[src/hdl/swg_pkg.sv]
package swg_pkg;

  typedef enum logic [1:0] {
    MODE_CONST,
    MODE_RAMP,
    MODE_SINE,
    MODE_SQUARE
  } mode_t;

  typedef enum logic [1:0] {
    RG_DIV,
    RG_FLAT,
    RG_ZERO
  } region_t;

  typedef struct packed {
    logic    vld;
    region_t region;
  } tag_t;

  localparam int CFG_IDX_W = 3;
  localparam logic [CFG_IDX_W-1:0] CFG_MODE      = 3'd0;
  localparam logic [CFG_IDX_W-1:0] CFG_AMPLITUDE = 3'd1;
  localparam logic [CFG_IDX_W-1:0] CFG_RAMP      = 3'd2;
  localparam logic [CFG_IDX_W-1:0] CFG_PLATEAU   = 3'd3;
  localparam logic [CFG_IDX_W-1:0] CFG_PERIOD    = 3'd4;
  localparam logic [CFG_IDX_W-1:0] CFG_COUNT     = 3'd5;

  // Q30 unity and sine polynomial coefficients
  localparam logic [30:0] ONE30 = 31'd1073741824;
  localparam logic [30:0] COEF_A9 = 31'd172271;
  localparam int POLY_CELLS = 4;
  // entry 0 feeds the first cell of the chain
  localparam logic [POLY_CELLS-1:0][30:0] POLY_COEF = {
    31'd1686629713, 31'd693598669, 31'd85569310, 31'd5026991
  };

  // square wave edge points, multiples of Q30 unity
  localparam logic [35:0] SQ_E1  = 36'd1073741824;
  localparam logic [35:0] SQ_E19 = 36'd20401094656;
  localparam logic [35:0] SQ_E20 = 36'd21474836480;
  localparam logic [35:0] SQ_E21 = 36'd22548578304;
  localparam logic [35:0] SQ_E39 = 36'd41875931136;
  localparam logic [35:0] SQ_E40 = 36'd42949672960;

endpackage

[src/hdl/swg_poly_cell.sv]
module swg_poly_cell #(
  parameter int PW = 1
) (
  input  logic            clk,
  input  logic            rst,
  input  logic            en,
  input  logic [30:0]     coef,
  input  swg_pkg::tag_t   tag_in,
  input  logic [30:0]     s_in,
  input  logic [30:0]     x_in,
  input  logic [30:0]     x2_in,
  input  logic [PW-1:0]   pass_in,
  output swg_pkg::tag_t   tag_out,
  output logic [30:0]     s_out,
  output logic [30:0]     x_out,
  output logic [30:0]     x2_out,
  output logic [PW-1:0]   pass_out
);
  import swg_pkg::*;

  logic [61:0] prod;
  logic [30:0] s_next;

  // one Horner step: coef - s*x^2 in Q30
  always_comb begin
    prod   = 62'(s_in) * 62'(x2_in);
    s_next = coef - prod[60:30];
  end

  // advance the beat; only the valid bit is reset
  always_ff @(posedge clk) begin
    if (rst) begin
      tag_out.vld <= 1'b0;
    end else if (en) begin
      tag_out.vld <= tag_in.vld;
    end
    if (en) begin
      tag_out.region <= tag_in.region;
      s_out          <= s_next;
      x_out          <= x_in;
      x2_out         <= x2_in;
      pass_out       <= pass_in;
    end
  end

endmodule

[config.mk]
export PLATFORM = sky130hd
export DESIGN_NAME = swg_poly_cell
export DESIGN_NICKNAME = d
export VERILOG_FILES = /design/src/hdl/swg_pkg.sv /design/src/hdl/swg_poly_cell.sv
export SDC_FILE = /design/constraint.sdc
export NUM_CORES = 2
export LEC_CHECK = 0
export BUFFER_PORTS_ARGS = -buffer_cell sky130_fd_sc_hd__buf_2
export CORE_MARGIN = 2
export CORE_UTILIZATION = 65
export CTS_CLUSTER_SIZE = 24
export DETAILED_ROUTE_END_ITERATION = 10
export GPL_ROUTABILITY_DRIVEN = 0
export PLACE_DENSITY = 0.85
export SLEW_MARGIN = 5
export SYNTH_ARGS = -nofsm -noshare
export SYNTH_HDL_FRONTEND = slang
export SYNTH_SLANG_ARGS = --single-unit
[constraint.sdc]
create_clock -name clk -period 16.6 [get_ports clk]
set_clock_uncertainty 0.1 [all_clocks]
set_input_delay 4.98 -clock clk [delete_from_list [all_inputs] [get_ports clk]]
set_output_delay 4.98 -clock clk [all_outputs]
set_load 0.03 [all_outputs]
==> out/results.txt <==
Status - complete, no violations
Pin slew with the least headroom to its limit - 0.996 ns
Slew Limit Fails - 0
Latest clock arrival within the worst-skew pair - 0.39 ns
CP Capture Type - register
RSZ-0062 raised after global routing - false
Critical Path Sink - s_out[30]
Area Overhead vs Synth - 5.00%
CP Launch Point - s_in[11]
Synth top area share - 49.0%
Most frequent cells after synthesis - fa_1 (836), inv_1 (765), nand2_1 (541)
CP Launch Type - input pin
Fmax - 67.5 MHz
Cell variety after synth - 58
FF+latch count, synth - 97
Wirelength per Cell - 20.7 um
Critical R2R Launch - tag_out[2]
Met2 WL - 43100 um
Vias in the first global route - 27200
Synth area leader - fa_1
Final clock period utilization by the worst path - 89.2%
Utilization after layout - 68.7%
Rel. slew slack - 33.6%
Hold Fails Final Rpt - 0
TNS Setup - 0 ns
Cts bufs inserted - 9
CP Class - in -> reg
Vias per std cell - 5.81
Die area - 54400 um2
Crit path buffers/inverters - 6
WP depth - 38
Post-CTS sizing - 0
Main area contributors after synthesis - fa_1 (49%), ha_1 (10%), edfxtp_1 (8.4%), inv_1 (8.4%), and2_1 (8.4%)
Residual DRC - 0
Yosys warns - 0
CTS max path bufs - 2
Crit path max fanout - 31
GRT overflow - 0
Critical path's largest stage delay - 0.56 ns
Met1 Wirelength - 30900 um
Fillers - 3833
# hold bufs at CTS - 0
Top layer in use - met5
Htree depth - 3
Layout cells sized above 1 - 7.66%
IO Port Bufs - 227
Die width - 233 um
Largest net degree at the start of global routing - 69
Die Y-Extent - 233 um
Clock sink count - 97
GR Util All Layers - 34.5%
First-pass GRT wire length - 142000 um
Finish-stage setup viols - 0
Post-CTS setup buffer count - 0
Starting Density - 65.4%
# IOs - 228
Share of flip-flops with an asynchronous set or reset - 0%
Met3 wire length - 8970 um
Area of the multi-input gates - 27700 um2
CORE AREA - 52200 um2
Worst hold path class - reg -> reg
Period minus WS final - 14.81 ns
Worst R2R Setup Slack - 15.89 ns
CP top delay family - adder cells
Total number of vias - 24900
Slowest cell on the critical path - buf_2
Initial antenna violation count - 5
HPWL Detailed - 68800 um
Clk root buf - clkbuf_16
Top-count cell post-synth - fa_1
Starting DRT DRC Count - 2030
# rows - 84
Sequential cell area - 2900 um2
Syn Nets - 4777
CTS tree - done
DR pass1 iterations - 6
Worst reg2reg endpoint - tag_out[2]
Synth Area per Inst - 9.66 um2
CTS clk-pin slew, worst paths - 0.07 ns
Max_cap viols - 0
Register area share after synthesis - 8.50%
Netlist Area Pre-Place - 34200 um2
Arr. time, crit path - 14.86 ns
R2r worst-path depth - 2
# nets final - 4839
Synth Flop Type - edfxtp_1
WP data required - 16.65 ns
Number of synthesized flops with an enable pin - 96
Crit path top cell by count - fa_1
Cells after Synth - 3534
Detail Route Antenna Nets - 0
Aggregate routed wire length - 88700 um
cell usage in the layout, fill, tap and decap left out, types with 3 or more instances in the layout:
master,netlist,final
a21o_1,50,50
edfxtp_1,96,96
nand2b_1,9,9
a211oi_1,6,6
nor3_1,7,7
nor2_1,24,24
a221o_1,3,3
buf_2,0,226
and3_1,8,8
xnor2_1,42,42
a21oi_1,66,66
o31ai_4,3,3
nand2_1,541,541
inv_1,765,765
o211ai_1,6,6
buf_4,0,19
nand4_1,10,10
o21ai_1,6,6
a31oi_1,4,4
a211o_1,3,3
fa_1,836,836
and4_1,3,3
o21ai_0,26,26
clkbuf_16,0,9
and2_1,456,456
o21a_1,6,6
xor2_1,19,19
diode_2,0,3
nand3_1,14,14
ha_1,276,276
o21bai_1,9,9
nor2b_1,9,9
state kept, by name, indices dropped and copies added (netlist names):
name      cells
x2_out       31
x_out        31
tag_out       3
s_out        31
pass_out      1
final cells by class:
cell class / count / share of cell area (%)
multi-input cells: 2478 / 77.1
flip-flops and latches: 97 / 8.09
inverters: 765 / 8.01
repair buffers: 245 / 3.55
well taps: 688 / 2.40
clock buffers: 10 / 0.638
clock inverters: 6 / 0.185
diodes: 3 / 0.0209
through the flow:
| stage | hold slack (ns) | instances | setup slack (ns) | instance area [um2] |
|---|---|---|---|---|
| floorplan | 0.530 | 3534 | 2.81 | 34200 |
| global placement | 0.381 | 4273 | 1.59 | 35600 |
| detailed placement | 0.430 | 4273 | 1.41 | 35600 |
| CTS | 0.444 | 4289 | 1.83 | 35900 |
| global route | 0.530 | 4291 | 1.34 | 35900 |
| finish | 0.439 | 4292 | 1.79 | 35900 |
cell families (layout without fill, tap and decap cells):
kind of cell,Yosys count,in the layout,synth area share (%)
muxes,1,1,0.0293
adders and majority gates,1112,1112,59.1
other,0,3,0
DFF,97,97,8.50
buffers and inverters,959,1026,10.5
and+or+nand+nor,1087,1087,15.7
AOI/OAI and AO/OA,216,216,4.46
xor gates and xnor gates,62,62,1.61
metal layers:
| metal | GRT usage [%] | vias up |
|---|---|---|
| li1 | - | 10500 |
| met1 | 42.1 | 12600 |
| met2 | 56.8 | 1379 |
| met3 | 7.74 | 381 |
| met4 | 20.0 | 2 |
| met5 | 0 | - |
worst reg2reg max path: cells and delay by family (launching register included):
kind	cells	cell delay, ns
flip-flops	1	0.34
AND/OR/NAND/NOR	1	0.14
multiplexers	1	0.07
how the worst min path moves through the flow:
| stage | endpoint | slack [ns] | from | cells past startpoint |
|---|---|---|---|---|
| final | tag_out[2] | 0.44 | tag_out[2] | 2 |
| after floorplan | tag_out[2] | 0.53 | tag_out[2] | 2 |
| after CTS | tag_out[2] | 0.44 | tag_out[2] | 2 |
| after global placement | tag_out[2] | 0.38 | tag_out[2] | 2 |
| after global routing | tag_out[2] | 0.53 | tag_out[2] | 2 |
| after detailed placement | tag_out[2] | 0.43 | tag_out[2] | 2 |
Power is left out: the tool's default activity adds up to more than one toggle a clock period on the data nets, which glitch-free logic cannot reach.
