--- config.mk ---
export PLATFORM = sky130hd
export DESIGN_NAME = swg_div_cell
export DESIGN_NICKNAME = d
export VERILOG_FILES = /design/src/hdl/swg_pkg.sv /design/src/hdl/swg_div_cell.sv
export SDC_FILE = /design/constraint.sdc
export NUM_CORES = 1
export LEC_CHECK = 0
export ABC_CLOCK_PERIOD_IN_PS = 5400
export BUFFER_PORTS_ARGS = -buffer_cell sky130_fd_sc_hd__buf_4
export CORE_ASPECT_RATIO = 2
export CORE_MARGIN = 4
export CORE_UTILIZATION = 45
export DETAILED_ROUTE_END_ITERATION = 10
export PLACE_DENSITY = 0.8
export SYNTH_ARGS = -nofsm -noshare
export SYNTH_HDL_FRONTEND = slang
export SYNTH_SLANG_ARGS = --single-unit
--- constraint.sdc ---
create_clock -name clk -period 5.4 [get_ports clk]
set_clock_uncertainty 0.05 [all_clocks]
set_input_delay 1.62 -clock clk [delete_from_list [all_inputs] [get_ports clk]]
set_output_delay 1.62 -clock clk [all_outputs]
set_load 0.01 [all_outputs]
--- src/hdl/swg_pkg.sv ---
package swg_pkg;

  typedef enum logic [1:0] {
    MODE_CONST,
    MODE_RAMP,
    MODE_SINE,
    MODE_SQUARE
  } mode_t;

  typedef enum logic [1:0] {
    RG_DIV,
    RG_FLAT,
    RG_ZERO
  } region_t;

  typedef struct packed {
    logic    vld;
    region_t region;
  } tag_t;

  localparam int CFG_IDX_W = 3;
  localparam logic [CFG_IDX_W-1:0] CFG_MODE      = 3'd0;
  localparam logic [CFG_IDX_W-1:0] CFG_AMPLITUDE = 3'd1;
  localparam logic [CFG_IDX_W-1:0] CFG_RAMP      = 3'd2;
  localparam logic [CFG_IDX_W-1:0] CFG_PLATEAU   = 3'd3;
  localparam logic [CFG_IDX_W-1:0] CFG_PERIOD    = 3'd4;
  localparam logic [CFG_IDX_W-1:0] CFG_COUNT     = 3'd5;

  // Q30 unity and sine polynomial coefficients
  localparam logic [30:0] ONE30 = 31'd1073741824;
  localparam logic [30:0] COEF_A9 = 31'd172271;
  localparam int POLY_CELLS = 4;
  // entry 0 feeds the first cell of the chain
  localparam logic [POLY_CELLS-1:0][30:0] POLY_COEF = {
    31'd1686629713, 31'd693598669, 31'd85569310, 31'd5026991
  };

  // square wave edge points, multiples of Q30 unity
  localparam logic [35:0] SQ_E1  = 36'd1073741824;
  localparam logic [35:0] SQ_E19 = 36'd20401094656;
  localparam logic [35:0] SQ_E20 = 36'd21474836480;
  localparam logic [35:0] SQ_E21 = 36'd22548578304;
  localparam logic [35:0] SQ_E39 = 36'd41875931136;
  localparam logic [35:0] SQ_E40 = 36'd42949672960;

endpackage

--- src/hdl/swg_div_cell.sv ---
module swg_div_cell #(
  parameter int DW = 32,
  parameter int NW = 64
) (
  input  logic                clk,
  input  logic                rst,
  input  logic                en,
  input  logic [DW-1:0]       divisor,
  input  swg_pkg::tag_t       tag_in,
  input  logic [DW-1:0]       rem_in,
  input  logic [NW-1:0]       nq_in,
  output swg_pkg::tag_t       tag_out,
  output logic [DW-1:0]       rem_out,
  output logic [NW-1:0]       nq_out
);
  import swg_pkg::*;

  logic [DW:0]   trial;
  logic [DW:0]   diff;
  logic          qbit;
  logic [DW-1:0] rem_next;
  logic [NW-1:0] nq_next;

  // bring down one numerator bit, subtract where it fits
  always_comb begin
    trial    = {rem_in, nq_in[NW-1]};
    diff     = trial - {1'b0, divisor};
    qbit     = (trial >= {1'b0, divisor});
    rem_next = qbit ? diff[DW-1:0] : trial[DW-1:0];
    nq_next  = {nq_in[NW-2:0], qbit};
  end

  // advance the beat; only the valid bit is reset
  always_ff @(posedge clk) begin
    if (rst) begin
      tag_out.vld <= 1'b0;
    end else if (en) begin
      tag_out.vld <= tag_in.vld;
    end
    if (en) begin
      tag_out.region <= tag_in.region;
      rem_out        <= rem_next;
      nq_out         <= nq_next;
    end
  end

endmodule

==> flow_results.xml, run 1 <==
<?xml version="1.0" encoding="UTF-8"?>
<metrics>
  <group name="yosys">
    <metric name="yosysMostFrequentCell" unit="">sky130_fd_sc_hd__edfxtp_1</metric>
    <metric name="syn_nets" unit="">611</metric>
    <metric name="syn_area_per_cell" unit="um^2">11.7</metric>
    <metric name="synth_seq_cells" unit="">99</metric>
    <metric name="postSynthCellCount" unit="">444</metric>
    <metric name="yosys.cell_types.count" unit="">48</metric>
    <metric name="area_of_the_mapped_netlist" unit="um^2">5180</metric>
    <metric name="synth.area.top_cells" unit="">sky130_fd_sc_hd__edfxtp_1 (57%), sky130_fd_sc_hd__ha_1 (7.7%), sky130_fd_sc_hd__a21oi_1 (5.2%), sky130_fd_sc_hd__inv_1 (2.8%), sky130_fd_sc_hd__xnor2_1 (2.7%)</metric>
    <metric name="number_of_synthesized_flops_with_an_enable_pin" unit="">98</metric>
    <metric name="asyncSetResetFlopFracSynth" unit="">0</metric>
    <metric name="synth_top_area_frac" unit="">0.568</metric>
    <metric name="yosys_most_used_dff" unit="">sky130_fd_sc_hd__edfxtp_1</metric>
    <metric name="synth.yosys.seq_area_share" unit="">0.572</metric>
    <metric name="synth_top_area_cell" unit="">sky130_fd_sc_hd__edfxtp_1</metric>
    <metric name="synth.top_cells.by_count" unit="">sky130_fd_sc_hd__edfxtp_1 (98), sky130_fd_sc_hd__a21oi_1 (54), sky130_fd_sc_hd__inv_1 (38)</metric>
    <metric name="yosys_warnings" unit="">0</metric>
  </group>
  <group name="drt">
    <metric name="first_iter_violations" unit="">205</metric>
    <metric name="route.final.wire_length" unit="mm">14.4</metric>
    <metric name="detail_route.wl_per_cell" unit="um">17.6</metric>
    <metric name="detailedRoute.firstPassIterationCount" unit="">4</metric>
    <metric name="route.vias.total" unit="">4248</metric>
    <metric name="viasPerCell" unit="">5.18</metric>
    <metric name="ant_nets" unit="">0</metric>
    <metric name="detail_route.drc_violations" unit="">0</metric>
  </group>
  <group name="setup_path">
    <metric name="max_stage_delay" unit="ns">0.41</metric>
    <metric name="setup.reg_to_reg.worst_slack" unit="ns">4.74</metric>
    <metric name="cp_top_family" unit="">compound AO/OA/AOI/OAI gates</metric>
    <metric name="path_class" unit="">in2reg</metric>
    <metric name="timing.critical_path.buf_inv" unit="">1</metric>
    <metric name="regToRegStartpoint" unit="">tag_out[2]</metric>
    <metric name="crit_top_cell" unit="">sky130_fd_sc_hd__a21oi_1</metric>
    <metric name="timing.critical_path.to_type" unit="">flip-flop</metric>
    <metric name="cp_arrival" unit="ns">4.50</metric>
    <metric name="cp_max_fo" unit="">4</metric>
    <metric name="worst-endpoint-required" unit="ns">5.45</metric>
    <metric name="cp-startpoint" unit="">divisor[0]</metric>
    <metric name="crit_path_cell_trace" unit="">buf_4 &gt; ha_1 &gt; fa_1 &gt; nand2b_1 &gt; a21oi_1 &gt; o21ai_0 &gt; o311a_1 &gt; a31oi_1 &gt; a21oi_1 &gt; o41ai_1 &gt; xor2_1 &gt; mux2_1</metric>
    <metric name="worst-r2r-cell-count" unit="">2</metric>
    <metric name="critPathSlowestCell" unit="">sky130_fd_sc_hd__fa_1</metric>
    <metric name="setup.worst_path.start_class" unit="">input pin</metric>
    <metric name="worst_r2r_end" unit="">tag_out[2]</metric>
  </group>
  <group name="clock_tree">
    <metric name="clk_pin_slew" unit="ns">0.07</metric>
    <metric name="tritoncts.num_buffers" unit="">9</metric>
    <metric name="cts-resized-gates" unit="">0</metric>
    <metric name="hold_buffers" unit="">0</metric>
    <metric name="clock-root-buffer" unit="">sky130_fd_sc_hd__clkbuf_16</metric>
    <metric name="cts_num_sinks" unit="">99</metric>
    <metric name="cts.htree.levels" unit="">3</metric>
    <metric name="cts_tree" unit="">built</metric>
    <metric name="clock_tree.buffer_depth" unit="">2</metric>
    <metric name="clock_insertion_delay_at_the_later_pin_of_the_skew_report" unit="ns">0.34</metric>
    <metric name="post_cts_buffers" unit="">0</metric>
  </group>
  <group name="worst_hold_path">
    <metric name="min-delay-path-class" unit="">reg2reg</metric>
    <metric name="hold_start" unit="">tag_out[2]</metric>
    <metric name="min_path_cells" unit="">2</metric>
    <metric name="worstHoldEndpoint" unit="">tag_out[2]</metric>
  </group>
  <group name="floorplan">
    <metric name="design.core.area" unit="um^2">11300</metric>
    <metric name="num_rows" unit="">55</metric>
    <metric name="die_height" unit="um">160</metric>
    <metric name="die_x" unit="um">83.9</metric>
    <metric name="initial_core_util" unit="">0.459</metric>
    <metric name="die_area" unit="um^2">13400</metric>
    <metric name="i_o_pin_total" unit="">233</metric>
  </group>
  <group name="global_route">
    <metric name="grt_max_degree" unit="">68</metric>
    <metric name="grt_overflow" unit="">0</metric>
    <metric name="first_global_vias" unit="">4446</metric>
    <metric name="first_pass_grt_wire_length" unit="mm">22.5</metric>
    <metric name="global_route.usage.total" unit="">0.212</metric>
    <metric name="grt_antenna_before_repair" unit="">0</metric>
  </group>
  <group name="run">
    <metric name="drv_cap" unit="">0</metric>
  </group>
  <group name="timing">
    <metric name="report.final.slew_viol_count" unit="">0</metric>
    <metric name="worstMarginPinSlew" unit="ns">0.863</metric>
    <metric name="finalHoldViolations" unit="">0</metric>
    <metric name="aggregate_negative_setup_slack" unit="ns">0</metric>
    <metric name="final_min_period_over_clock_period" unit="">0.825</metric>
    <metric name="f_max" unit="MHz">224</metric>
    <metric name="final-setup-viol-count" unit="">0</metric>
    <metric name="rsz_0062_raised_after_global_routing" unit="">false</metric>
    <metric name="worst_slew_margin_rel" unit="">0.425</metric>
    <metric name="final_period_minus_worst_setup_slack" unit="ns">4.46</metric>
  </group>
  <group name="final_layout">
    <metric name="layout-area-overhead-vs-synth" unit="%">41.4</metric>
    <metric name="num_antenna_cells" unit="">0</metric>
    <metric name="finalNonFillerCells" unit="">820</metric>
    <metric name="share_of_final_layout_standard_cells_stronger_than_drive_strength_1" unit="">0.385</metric>
    <metric name="final_cell_area" unit="um^2">7330</metric>
    <metric name="num-nets-final" unit="">840</metric>
  </group>
  <group name="status">
    <metric name="outcome" unit="">finished, final reports clean</metric>
  </group>
  <group name="power">
    <metric name="part_of_the_power_in_the_clock_network" unit="">0.291</metric>
    <metric name="ir_drop" unit="uV">201</metric>
    <metric name="static-leakage-power" unit="nW">3.29</metric>
    <metric name="power_density" unit="nW/um^2">291</metric>
    <metric name="power.net_switching" unit="uW">598</metric>
    <metric name="power_switching_share" unit="">0.280</metric>
    <metric name="power.combinational.fraction" unit="">0.255</metric>
    <metric name="internal_power" unit="mW">1.54</metric>
    <metric name="total_power" unit="mW">2.14</metric>
    <metric name="power_frac_seq" unit="">0.454</metric>
  </group>
  <group name="placed_design">
    <metric name="detailed_placement_hpwl" unit="mm">11.5</metric>
    <metric name="io_buffer_count" unit="">232</metric>
    <metric name="instance_area_after_placement" unit="um^2">7040</metric>
    <metric name="place_inst" unit="">804</metric>
    <metric name="place.gp.congestion" unit="">0.906</metric>
  </group>
</metrics>
==> layout by cell type, fill, tap and decap left out, types with 3 or more instances in the layout <==
| master | count |
|---|---|
| sky130_fd_sc_hd__xnor2_1 | 16 |
| sky130_fd_sc_hd__nand3_1 | 8 |
| sky130_fd_sc_hd__edfxtp_1 | 98 |
| sky130_fd_sc_hd__a211oi_1 | 3 |
| sky130_fd_sc_hd__ha_1 | 32 |
| sky130_fd_sc_hd__a21oi_1 | 54 |
| sky130_fd_sc_hd__nor2_1 | 37 |
| sky130_fd_sc_hd__o21a_1 | 6 |
| sky130_fd_sc_hd__nand2b_1 | 4 |
| sky130_fd_sc_hd__nand4_1 | 7 |
| sky130_fd_sc_hd__o21ai_0 | 16 |
| sky130_fd_sc_hd__xor2_1 | 11 |
| sky130_fd_sc_hd__mux2i_1 | 3 |
| sky130_fd_sc_hd__inv_1 | 38 |
| sky130_fd_sc_hd__a31oi_1 | 5 |
| sky130_fd_sc_hd__nor4_1 | 4 |
| sky130_fd_sc_hd__a21o_1 | 12 |
| sky130_fd_sc_hd__o21bai_1 | 3 |
| sky130_fd_sc_hd__o211ai_1 | 4 |
| sky130_fd_sc_hd__clkbuf_16 | 9 |
| sky130_fd_sc_hd__mux2_1 | 4 |
| sky130_fd_sc_hd__nand2_1 | 27 |
| sky130_fd_sc_hd__mux2_2 | 6 |
| sky130_fd_sc_hd__buf_4 | 235 |
==> worst register-to-register path: stages (launching register included) <==
cell	delay [ns]
sky130_fd_sc_hd__dfxtp_1	0.32
sky130_fd_sc_hd__mux2i_1	0.13
sky130_fd_sc_hd__nor2_1	0.06
==> final cells by class <==
class	count	area [um^2]
fillers	922	3960
flip-flops and latches	99	2960
multi-input cells	290	1990
repair buffers	235	1760
clock buffers	9	225
well taps	142	178
inverters	38	143
clock inverters	7	63.8
==> flip-flops by register name, indices dropped and copies added (netlist names) <==
signal   flops
nq_out      64
rem_out     32
tag_out      3
==> per-layer routing <==
| layer | vias to the layer above | routed length [um] | track usage |
|---|---|---|---|
| met5 | - | 0 | 0 |
| li1 | 2092 | - | - |
| met4 | 0 | 359 | 0.0769 |
| met2 | 150 | 8360 | 0.414 |
| met3 | 19 | 812 | 0.0475 |
| met1 | 1987 | 4880 | 0.214 |
==> worst max-delay path by stage <==
stage	end	cells past startpoint	slack [ns]
after global routing	rem_out[30]	13	0.72
after detailed placement	rem_out[30]	12	0.61
final	rem_out[30]	12	0.94
after CTS	rem_out[30]	12	0.96
after global placement	rem_out[30]	12	0.66
after floorplan	rem_out[13]	12	0.95
==> metrics by stage <==
stage / setup slack, ns / hold WS [ns] / utilization
CTS: 0.963 / 0.477 / 0.649
global placement: 0.656 / 0.426 / 0.624
global route: 0.721 / 0.532 / 0.649
floorplan: 0.955 / 0.478 / -
detailed placement: 0.606 / 0.461 / 0.624
finish: 0.943 / 0.484 / 0.649
==> power groups by stage <==
| stage | clock network (mW) | registers [mW] | logic [mW] |
|---|---|---|---|
| floorplan | 0 | 1.03 | 0.232 |
| global placement | 0 | 0.984 | 0.538 |
| detailed placement | 0 | 0.987 | 0.546 |
| CTS | 0.638 | 0.971 | 0.549 |
| global route | 0.677 | 0.977 | 0.594 |
| finish | 0.622 | 0.969 | 0.545 |
==> logic make-up after synthesis <==
| kind of cell | after synthesis | share of synthesized area |
|---|---|---|
| mux | 13 | 0.0275 |
| xor+xnor | 27 | 0.0456 |
| fa+ha+maj | 33 | 0.0811 |
| compound gates | 118 | 0.142 |
| simple gates | 99 | 0.0881 |
| flops | 99 | 0.572 |
| buf+inv | 55 | 0.0442 |
Power figures use the tool's default switching activity.
==> run 2, diff against run 1 <==
--- a/config.mk
+++ b/config.mk
@@ -5,7 +5,8 @@
 export SDC_FILE = /design/constraint.sdc
 export NUM_CORES = 1
 export LEC_CHECK = 0
-export ABC_CLOCK_PERIOD_IN_PS = 5400
+export ABC_AREA = 1
+export ABC_CLOCK_PERIOD_IN_PS = 3700
 export BUFFER_PORTS_ARGS = -buffer_cell sky130_fd_sc_hd__buf_4
 export CORE_ASPECT_RATIO = 2
 export CORE_MARGIN = 4
==> constraint.sdc (replaced) <==
create_clock -name clk -period 3.7 [get_ports clk]
set_clock_uncertainty 0.05 [all_clocks]
set_input_delay 1.11 -clock clk [delete_from_list [all_inputs] [get_ports clk]]
set_output_delay 1.11 -clock clk [all_outputs]
set_load 0.01 [all_outputs]
==> flow_results.xml, run 2 <==
<?xml version="1.0" encoding="UTF-8"?>
<metrics>
  <group name="yosys">
    <metric name="yosysMostFrequentCell" unit="">sky130_fd_sc_hd__nand2_1</metric>
    <metric name="syn_nets" unit="">915</metric>
    <metric name="synth.top_cells.by_count" unit="">sky130_fd_sc_hd__nand2_1 (274), sky130_fd_sc_hd__inv_1 (150), sky130_fd_sc_hd__edfxtp_1 (98)</metric>
    <metric name="area_of_the_mapped_netlist" unit="um^2">6140</metric>
    <metric name="yosys_most_used_dff" unit="">sky130_fd_sc_hd__edfxtp_1</metric>
    <metric name="asyncSetResetFlopFracSynth" unit="">0</metric>
    <metric name="synth_top_area_cell" unit="">sky130_fd_sc_hd__edfxtp_1</metric>
    <metric name="synth_seq_cells" unit="">99</metric>
    <metric name="postSynthCellCount" unit="">748</metric>
    <metric name="synth_top_area_frac" unit="">0.480</metric>
    <metric name="syn_area_per_cell" unit="um^2">8.20</metric>
    <metric name="synth.yosys.seq_area_share" unit="">0.483</metric>
    <metric name="yosys.cell_types.count" unit="">28</metric>
    <metric name="number_of_synthesized_flops_with_an_enable_pin" unit="">98</metric>
    <metric name="yosys_warnings" unit="">0</metric>
    <metric name="synth.area.top_cells" unit="">sky130_fd_sc_hd__edfxtp_1 (48%), sky130_fd_sc_hd__nand2_1 (17%), sky130_fd_sc_hd__inv_1 (9.2%), sky130_fd_sc_hd__ha_1 (6.5%), sky130_fd_sc_hd__nand3_1 (4.6%)</metric>
  </group>
  <group name="final_layout">
    <metric name="regMostFlops" unit="">nq_out</metric>
    <metric name="num-fill-cells" unit="">1196</metric>
    <metric name="reg_top3" unit="">nq_out (64), rem_out (32), tag_out (3)</metric>
    <metric name="most-common-layout-cells" unit="">sky130_fd_sc_hd__nand2_1 (274), sky130_fd_sc_hd__buf_4 (240), sky130_fd_sc_hd__inv_1 (150), sky130_fd_sc_hd__edfxtp_1 (98), sky130_fd_sc_hd__nand3_1 (56)</metric>
    <metric name="num_antenna_cells" unit="">0</metric>
    <metric name="num-nets-final" unit="">1157</metric>
    <metric name="share_of_final_layout_standard_cells_stronger_than_drive_strength_1" unit="">0.281</metric>
    <metric name="largest_register_ffs" unit="">64</metric>
    <metric name="layout-area-overhead-vs-synth" unit="%">36.2</metric>
    <metric name="final_cell_area" unit="um^2">8360</metric>
    <metric name="most_common_cell_after_layout_fill_and_taps_aside" unit="">sky130_fd_sc_hd__nand2_1</metric>
    <metric name="fin_util" unit="">0.622</metric>
  </group>
  <group name="clock_tree">
    <metric name="cts-resized-gates" unit="">0</metric>
    <metric name="cts_tree" unit="">built</metric>
    <metric name="cts_num_sinks" unit="">99</metric>
    <metric name="tritoncts.num_buffers" unit="">9</metric>
    <metric name="clock_tree.buffer_depth" unit="">2</metric>
    <metric name="clk_pin_slew" unit="ns">0.08</metric>
    <metric name="cts.htree.levels" unit="">3</metric>
    <metric name="post_cts_buffers" unit="">0</metric>
    <metric name="clock-root-buffer" unit="">sky130_fd_sc_hd__clkbuf_16</metric>
    <metric name="clock_insertion_delay_at_the_later_pin_of_the_skew_report" unit="ns">0.34</metric>
    <metric name="hold_buffers" unit="">0</metric>
  </group>
  <group name="power">
    <metric name="internal_power" unit="mW">2.25</metric>
    <metric name="total_power" unit="mW">3.23</metric>
    <metric name="power.combinational.fraction" unit="">0.277</metric>
    <metric name="power_switching_share" unit="">0.305</metric>
    <metric name="power_frac_seq" unit="">0.436</metric>
    <metric name="ir_drop" unit="uV">202</metric>
    <metric name="static-leakage-power" unit="nW">4.43</metric>
    <metric name="power_density" unit="nW/um^2">386</metric>
    <metric name="part_of_the_power_in_the_clock_network" unit="">0.287</metric>
    <metric name="power.net_switching" unit="uW">985</metric>
  </group>
  <group name="placed_design">
    <metric name="instance_area_after_placement" unit="um^2">8070</metric>
    <metric name="io_buffer_count" unit="">232</metric>
    <metric name="place.gp.congestion" unit="">0.952</metric>
    <metric name="detailed_placement_hpwl" unit="mm">15.8</metric>
  </group>
  <group name="floorplan">
    <metric name="die_area" unit="um^2">15700</metric>
    <metric name="die_height" unit="um">173</metric>
    <metric name="i_o_pin_total" unit="">233</metric>
    <metric name="die_x" unit="um">90.6</metric>
    <metric name="design.core.area" unit="um^2">13400</metric>
    <metric name="initial_core_util" unit="">0.457</metric>
    <metric name="num_rows" unit="">60</metric>
  </group>
  <group name="global_route">
    <metric name="first_global_vias" unit="">5939</metric>
    <metric name="grt_antenna_before_repair" unit="">0</metric>
    <metric name="grt_overflow" unit="">0</metric>
    <metric name="grt_max_degree" unit="">60</metric>
    <metric name="global_route.usage.total" unit="">0.241</metric>
    <metric name="first_pass_grt_wire_length" unit="mm">29.5</metric>
  </group>
  <group name="timing">
    <metric name="worst_slew_margin_rel" unit="">0.377</metric>
    <metric name="final_min_period_over_clock_period" unit="">0.917</metric>
    <metric name="final_period_minus_worst_setup_slack" unit="ns">3.39</metric>
    <metric name="final-setup-viol-count" unit="">0</metric>
    <metric name="worstMarginPinSlew" unit="ns">0.933</metric>
    <metric name="finalHoldViolations" unit="">0</metric>
    <metric name="rsz_0062_raised_after_global_routing" unit="">false</metric>
    <metric name="report.final.slew_viol_count" unit="">0</metric>
    <metric name="f_max" unit="MHz">295</metric>
  </group>
  <group name="run">
    <metric name="drv_cap" unit="">0</metric>
  </group>
  <group name="setup_path">
    <metric name="cp_arrival" unit="ns">3.45</metric>
    <metric name="max_stage_delay" unit="ns">0.72</metric>
    <metric name="cp_max_fo" unit="">35</metric>
    <metric name="critPathSlowestCell" unit="">sky130_fd_sc_hd__nor2_4</metric>
    <metric name="regToRegStartpoint" unit="">tag_out[2]</metric>
    <metric name="worst_r2r_end" unit="">tag_out[2]</metric>
    <metric name="path_class" unit="">in2reg</metric>
    <metric name="setup.reg_to_reg.worst_slack" unit="ns">3.04</metric>
    <metric name="setup.worst_path.start_class" unit="">input pin</metric>
    <metric name="worst-endpoint-required" unit="ns">3.75</metric>
    <metric name="crit_top_cell" unit="">sky130_fd_sc_hd__nand2_1</metric>
    <metric name="timing.critical_path.to_type" unit="">flip-flop</metric>
    <metric name="worst-r2r-cell-count" unit="">2</metric>
    <metric name="crit_path_cell_trace" unit="">buf_4 &gt; inv_1 &gt; ha_1 &gt; a21oi_1 &gt; nand2_1 &gt; a21oi_1 &gt; nand2_1 &gt; nor2_4 &gt; nand2_8 &gt; nand2_1 &gt; nand2_1</metric>
  </group>
  <group name="drt">
    <metric name="first_iter_violations" unit="">274</metric>
    <metric name="ant_nets" unit="">0</metric>
    <metric name="route.vias.total" unit="">5836</metric>
    <metric name="viasPerCell" unit="">5.07</metric>
    <metric name="route.final.wire_length" unit="mm">19.4</metric>
    <metric name="detail_route.wl_per_cell" unit="um">16.9</metric>
    <metric name="detail_route.drc_violations" unit="">0</metric>
    <metric name="detailedRoute.firstPassIterationCount" unit="">5</metric>
  </group>
  <group name="worst_hold_path">
    <metric name="hold_start" unit="">tag_out[2]</metric>
    <metric name="min-delay-path-class" unit="">reg2reg</metric>
    <metric name="worstHoldEndpoint" unit="">tag_out[2]</metric>
    <metric name="min_path_cells" unit="">2</metric>
  </group>
  <group name="status">
    <metric name="outcome" unit="">finished, final reports clean</metric>
  </group>
</metrics>
run 2: cell count changes after synthesis, sizes merged, moves of 5 or more:
| cell | before | now |
|---|---|---|
| nor3 | 2 | 9 |
| o21ai | 17 | 2 |
| xnor2 | 16 | 1 |
| nand2 | 27 | 279 |
| mux2 | 10 | 0 |
| a21oi | 54 | 21 |
| clkbuf | 6 | 0 |
| nand3b | 1 | 11 |
| nand3 | 8 | 67 |
| o21a | 6 | 0 |
| inv | 38 | 150 |
| a21o | 12 | 2 |
| a31oi | 5 | 0 |
| and2 | 1 | 8 |
run 2: per-stage QoR:
step / std cells / setup TNS [ns] / setup slack (ns) / hold WS (ns)
5_1_grt: 1150 / 0 / 0.161 / 0.523
6_report: 1150 / 0 / 0.307 / 0.473
3_3_place_gp: 1134 / 0 / 0.000610 / 0.427
3_5_place_dp: 1134 / -0.246 / -0.0349 / 0.464
4_1_cts: 1150 / 0 / 0.324 / 0.481
2_1_floorplan: 748 / 0 / 0.942 / 0.478
run 2: logic make-up after synthesis:
family,share of synthesized area
simple gates,0.300
fa+ha+maj,0.0685
buf+inv,0.106
mux,0.00163
flops,0.483
xor+xnor,0.0200
compound gates,0.0212
run 2: layout make-up:
cell class	count	area, um^2	share of cell area
Timing Repair Buffer	241	1820	0.218
Clock buffer	9	225	0.0269
Sequential cell	99	2960	0.354
Tap cell	155	194	0.0232
Clock inverter	7	70.1	0.00838
Inverter	150	563	0.0673
Multi-Input combinational cell	489	2520	0.302
run 2: critical path, delay by kind of cell:
kind	cells	cell delay (ns)
and+or+nand+nor	6	1.49
AOI/OAI and AO/OA	2	0.36
adders and majority gates	1	0.35
buffers and inverters	2	0.11
run 2: worst max path at each step:
| stage | from | end | cells past startpoint |
|---|---|---|---|
| global placement | divisor[28] | rem_out[1] | 11 |
| detailed placement | divisor[28] | rem_out[12] | 11 |
| CTS | divisor[28] | rem_out[12] | 11 |
| floorplan | nq_in[63] | rem_out[16] | 13 |
| finish | divisor[28] | rem_out[12] | 11 |
| global route | divisor[28] | rem_out[30] | 11 |
run 2: routing by layer:
layer / up-vias / wire, um / part of all wire / GRT usage
li1: 2845 / - / - / -
met5: - / 0 / 0 / 0
met4: 0 / 1190 / 0.061 / 0.150
met3: 69 / 1190 / 0.061 / 0.0453
met1: 2653 / 5910 / 0.30 / 0.205
met2: 269 / 11100 / 0.57 / 0.489
run 2: power groups by stage:
stage	logic [mW]	registers (mW)	clock network (mW)
2_1_floorplan	0.400	1.49	0
3_3_place_gp	0.871	1.43	0
3_5_place_dp	0.890	1.43	0
4_1_cts	0.894	1.41	0.934
5_1_grt	0.979	1.42	0.976
6_report	0.894	1.41	0.928
==> run 3, diff against run 2 <==
--- a/config.mk
+++ b/config.mk
@@ -6,13 +6,14 @@
 export NUM_CORES = 1
 export LEC_CHECK = 0
 export ABC_AREA = 1
-export ABC_CLOCK_PERIOD_IN_PS = 3700
+export ABC_CLOCK_PERIOD_IN_PS = 3500
 export BUFFER_PORTS_ARGS = -buffer_cell sky130_fd_sc_hd__buf_4
 export CORE_ASPECT_RATIO = 2
 export CORE_MARGIN = 4
 export CORE_UTILIZATION = 45
 export DETAILED_ROUTE_END_ITERATION = 10
-export PLACE_DENSITY = 0.8
+export PLACE_DENSITY = 0.79
+export SKIP_LAST_GASP = 1
 export SYNTH_ARGS = -nofsm -noshare
 export SYNTH_HDL_FRONTEND = slang
 export SYNTH_SLANG_ARGS = --single-unit
==> constraint.sdc (replaced) <==
create_clock -name clk -period 3.5 [get_ports clk]
set_clock_uncertainty 0.05 [all_clocks]
set_input_delay 1.05 -clock clk [delete_from_list [all_inputs] [get_ports clk]]
set_output_delay 1.05 -clock clk [all_outputs]
set_load 0.01 [all_outputs]
==> flow_results.xml, run 3 (same netlist as run 2, synthesis figures left out) <==
<?xml version="1.0" encoding="UTF-8"?>
<metrics>
  <group name="final_layout">
    <metric name="most-common-layout-cells" unit="">sky130_fd_sc_hd__nand2_1 (274), sky130_fd_sc_hd__buf_4 (236), sky130_fd_sc_hd__inv_1 (150), sky130_fd_sc_hd__edfxtp_1 (98), sky130_fd_sc_hd__nand3_1 (56)</metric>
    <metric name="finalNonFillerCells" unit="">1146</metric>
    <metric name="reg_top3" unit="">nq_out (64), rem_out (32), tag_out (3)</metric>
    <metric name="num-nets-final" unit="">1153</metric>
    <metric name="num-fill-cells" unit="">1206</metric>
    <metric name="regMostFlops" unit="">nq_out</metric>
    <metric name="most_common_cell_after_layout_fill_and_taps_aside" unit="">sky130_fd_sc_hd__nand2_1</metric>
    <metric name="layout-area-overhead-vs-synth" unit="%">35.8</metric>
    <metric name="largest_register_ffs" unit="">64</metric>
    <metric name="final_cell_area" unit="um^2">8340</metric>
    <metric name="num_antenna_cells" unit="">0</metric>
    <metric name="share_of_final_layout_standard_cells_stronger_than_drive_strength_1" unit="">0.277</metric>
  </group>
  <group name="drt">
    <metric name="first_iter_violations" unit="">293</metric>
    <metric name="ant_nets" unit="">0</metric>
    <metric name="viasPerCell" unit="">5.03</metric>
    <metric name="detail_route.drc_violations" unit="">0</metric>
    <metric name="route.final.wire_length" unit="mm">19.7</metric>
    <metric name="detailedRoute.firstPassIterationCount" unit="">7</metric>
    <metric name="detail_route.wl_per_cell" unit="um">17.2</metric>
    <metric name="route.vias.total" unit="">5770</metric>
  </group>
  <group name="global_route">
    <metric name="top_usage_layer" unit="">met2</metric>
    <metric name="global_route.usage.total" unit="">0.250</metric>
    <metric name="first_global_vias" unit="">6064</metric>
    <metric name="first_pass_grt_wire_length" unit="mm">30.4</metric>
    <metric name="grt_max_degree" unit="">50</metric>
    <metric name="grt_antenna_before_repair" unit="">0</metric>
    <metric name="met1_usage" unit="">0.206</metric>
    <metric name="grt_util_met3" unit="">0.0522</metric>
    <metric name="gr-usage-met2" unit="">0.512</metric>
    <metric name="grt_overflow" unit="">0</metric>
  </group>
  <group name="setup_path">
    <metric name="worst_r2r_end" unit="">tag_out[2]</metric>
    <metric name="crit_top_cell" unit="">sky130_fd_sc_hd__nand2_1</metric>
    <metric name="crit_path_cell_trace" unit="">buf_4 &gt; inv_1 &gt; ha_1 &gt; nand2_1 &gt; nor2_2 &gt; nand2_1 &gt; nor2_2 &gt; nand2_1 &gt; nand2_1 &gt; nor2_4 &gt; nand2_8 &gt; o21ai_0</metric>
    <metric name="setup.worst_path.start_class" unit="">input pin</metric>
    <metric name="critPathSlowestCell" unit="">sky130_fd_sc_hd__ha_1</metric>
    <metric name="max_stage_delay" unit="ns">0.37</metric>
    <metric name="path_class" unit="">in2reg</metric>
    <metric name="endpoint" unit="">rem_out[1]</metric>
    <metric name="cp_max_fo" unit="">35</metric>
    <metric name="worst-endpoint-required" unit="ns">3.53</metric>
    <metric name="setup.reg_to_reg.worst_slack" unit="ns">2.87</metric>
    <metric name="regToRegStartpoint" unit="">tag_out[2]</metric>
    <metric name="cp_arrival" unit="ns">2.89</metric>
    <metric name="cp-startpoint" unit="">divisor[8]</metric>
    <metric name="worst-r2r-cell-count" unit="">2</metric>
    <metric name="timing.critical_path.to_type" unit="">flip-flop</metric>
  </group>
  <group name="clock_tree">
    <metric name="cts_tree" unit="">built</metric>
    <metric name="post_cts_buffers" unit="">0</metric>
    <metric name="clk_pin_slew" unit="ns">0.07</metric>
    <metric name="clock_tree.buffer_depth" unit="">2</metric>
    <metric name="clock_insertion_delay_at_the_later_pin_of_the_skew_report" unit="ns">0.34</metric>
    <metric name="tritoncts.num_buffers" unit="">9</metric>
    <metric name="cts-resized-gates" unit="">0</metric>
    <metric name="hold_buffers" unit="">0</metric>
    <metric name="clock-root-buffer" unit="">sky130_fd_sc_hd__clkbuf_16</metric>
    <metric name="cts.htree.levels" unit="">3</metric>
    <metric name="cts_num_sinks" unit="">99</metric>
  </group>
  <group name="power">
    <metric name="static-leakage-power" unit="nW">4.41</metric>
    <metric name="ir_drop" unit="uV">264</metric>
    <metric name="power_density" unit="nW/um^2">413</metric>
  </group>
  <group name="timing">
    <metric name="f_max" unit="MHz">350</metric>
    <metric name="rsz_0062_raised_after_global_routing" unit="">false</metric>
    <metric name="final-setup-viol-count" unit="">0</metric>
    <metric name="final_period_minus_worst_setup_slack" unit="ns">2.86</metric>
    <metric name="report.final.slew_viol_count" unit="">0</metric>
    <metric name="aggregate_negative_setup_slack" unit="ns">0</metric>
    <metric name="finalHoldViolations" unit="">0</metric>
    <metric name="worst_slew_margin_rel" unit="">0.707</metric>
    <metric name="worstMarginPinSlew" unit="ns">0.440</metric>
    <metric name="final_min_period_over_clock_period" unit="">0.816</metric>
  </group>
  <group name="worst_hold_path">
    <metric name="min-delay-path-class" unit="">reg2reg</metric>
  </group>
  <group name="run">
    <metric name="drv_cap" unit="">0</metric>
  </group>
  <group name="floorplan">
    <metric name="die_x" unit="um">90.6</metric>
    <metric name="die_height" unit="um">173</metric>
    <metric name="initial_core_util" unit="">0.457</metric>
    <metric name="design.core.area" unit="um^2">13400</metric>
    <metric name="die_area" unit="um^2">15700</metric>
    <metric name="num_rows" unit="">60</metric>
    <metric name="i_o_pin_total" unit="">233</metric>
  </group>
  <group name="status">
    <metric name="outcome" unit="">finished, final reports clean</metric>
  </group>
  <group name="placed_design">
    <metric name="io_buffer_count" unit="">232</metric>
    <metric name="place.gp.congestion" unit="">1.05</metric>
    <metric name="place_inst" unit="">1130</metric>
    <metric name="detailed_placement_hpwl" unit="mm">16.3</metric>
    <metric name="instance_area_after_placement" unit="um^2">8040</metric>
  </group>
</metrics>
[run 3: cell types whose count changed in the layout (fill, tap and decap cells not counted)]
cell                         before  now
sky130_fd_sc_hd__clkinv_4         1    0
sky130_fd_sc_hd__clkinvlp_4       0    1
sky130_fd_sc_hd__clkinv_8         1    0
sky130_fd_sc_hd__inv_8            2    1
sky130_fd_sc_hd__bufinv_16        0    1
sky130_fd_sc_hd__buf_4          240  236
sky130_fd_sc_hd__clkbuf_1         0    1
[run 3: worst max-delay path: cells and delay by family]
kind	cells	cell delay (ns)
compound gates	1	0.12
fa+ha+maj	1	0.37
buf+inv	2	0.13
simple gates	8	1.20
[run 3: final cells by class]
type / instances / area [um^2] / area share
sequential: 99 / 2960 / 0.355
tap: 155 / 194 / 0.0233
inverter: 150 / 563 / 0.0675
clock buffer: 10 / 229 / 0.0275
timing repair buffer: 237 / 1790 / 0.215
multi-input combinational: 489 / 2520 / 0.303
clock inverter: 6 / 71.3 / 0.00855
[run 3: through the flow]
stage	hold slack [ns]	setup slack, ns	util	total power [mW]
after global placement	0.426	0.301	0.598	2.44
final	0.459	0.643	0.620	3.44
after detailed placement	0.446	0.303	0.598	2.46
after global routing	0.492	0.488	0.620	3.61
after CTS	0.465	0.673	0.620	3.46
after floorplan	0.478	0.802	-	2.00
[run 3: how the worst min path moves through the flow]
| stage | start | endpoint | slack (ns) | cells past startpoint |
|---|---|---|---|---|
| detailed placement | tag_out[2] | tag_out[2] | 0.45 | 2 |
| finish | tag_out[2] | tag_out[2] | 0.46 | 2 |
| global route | tag_out[2] | tag_out[2] | 0.49 | 2 |
| CTS | tag_out[2] | tag_out[2] | 0.46 | 2 |
| floorplan | tag_out[2] | tag_out[2] | 0.48 | 2 |
| global placement | tag_out[2] | tag_out[2] | 0.43 | 2 |
[run 3: per-layer routing]
| layer | vias to the layer above | wire [um] |
|---|---|---|
| li1 | 2832 | - |
| met1 | 2623 | 5840 |
| met2 | 248 | 11400 |
| met3 | 67 | 1310 |
| met4 | 0 | 1120 |
| met5 | - | 0 |
[run 3: where the power goes]
part / internal [mW] / total (mW) / leakage (nW) / switching (mW)
registers: 1.45 / 1.49 / 0.967 / 0.0391
logic: 0.414 / 0.941 / 3.29 / 0.527
clock network: 0.564 / 1.01 / 0.145 / 0.448
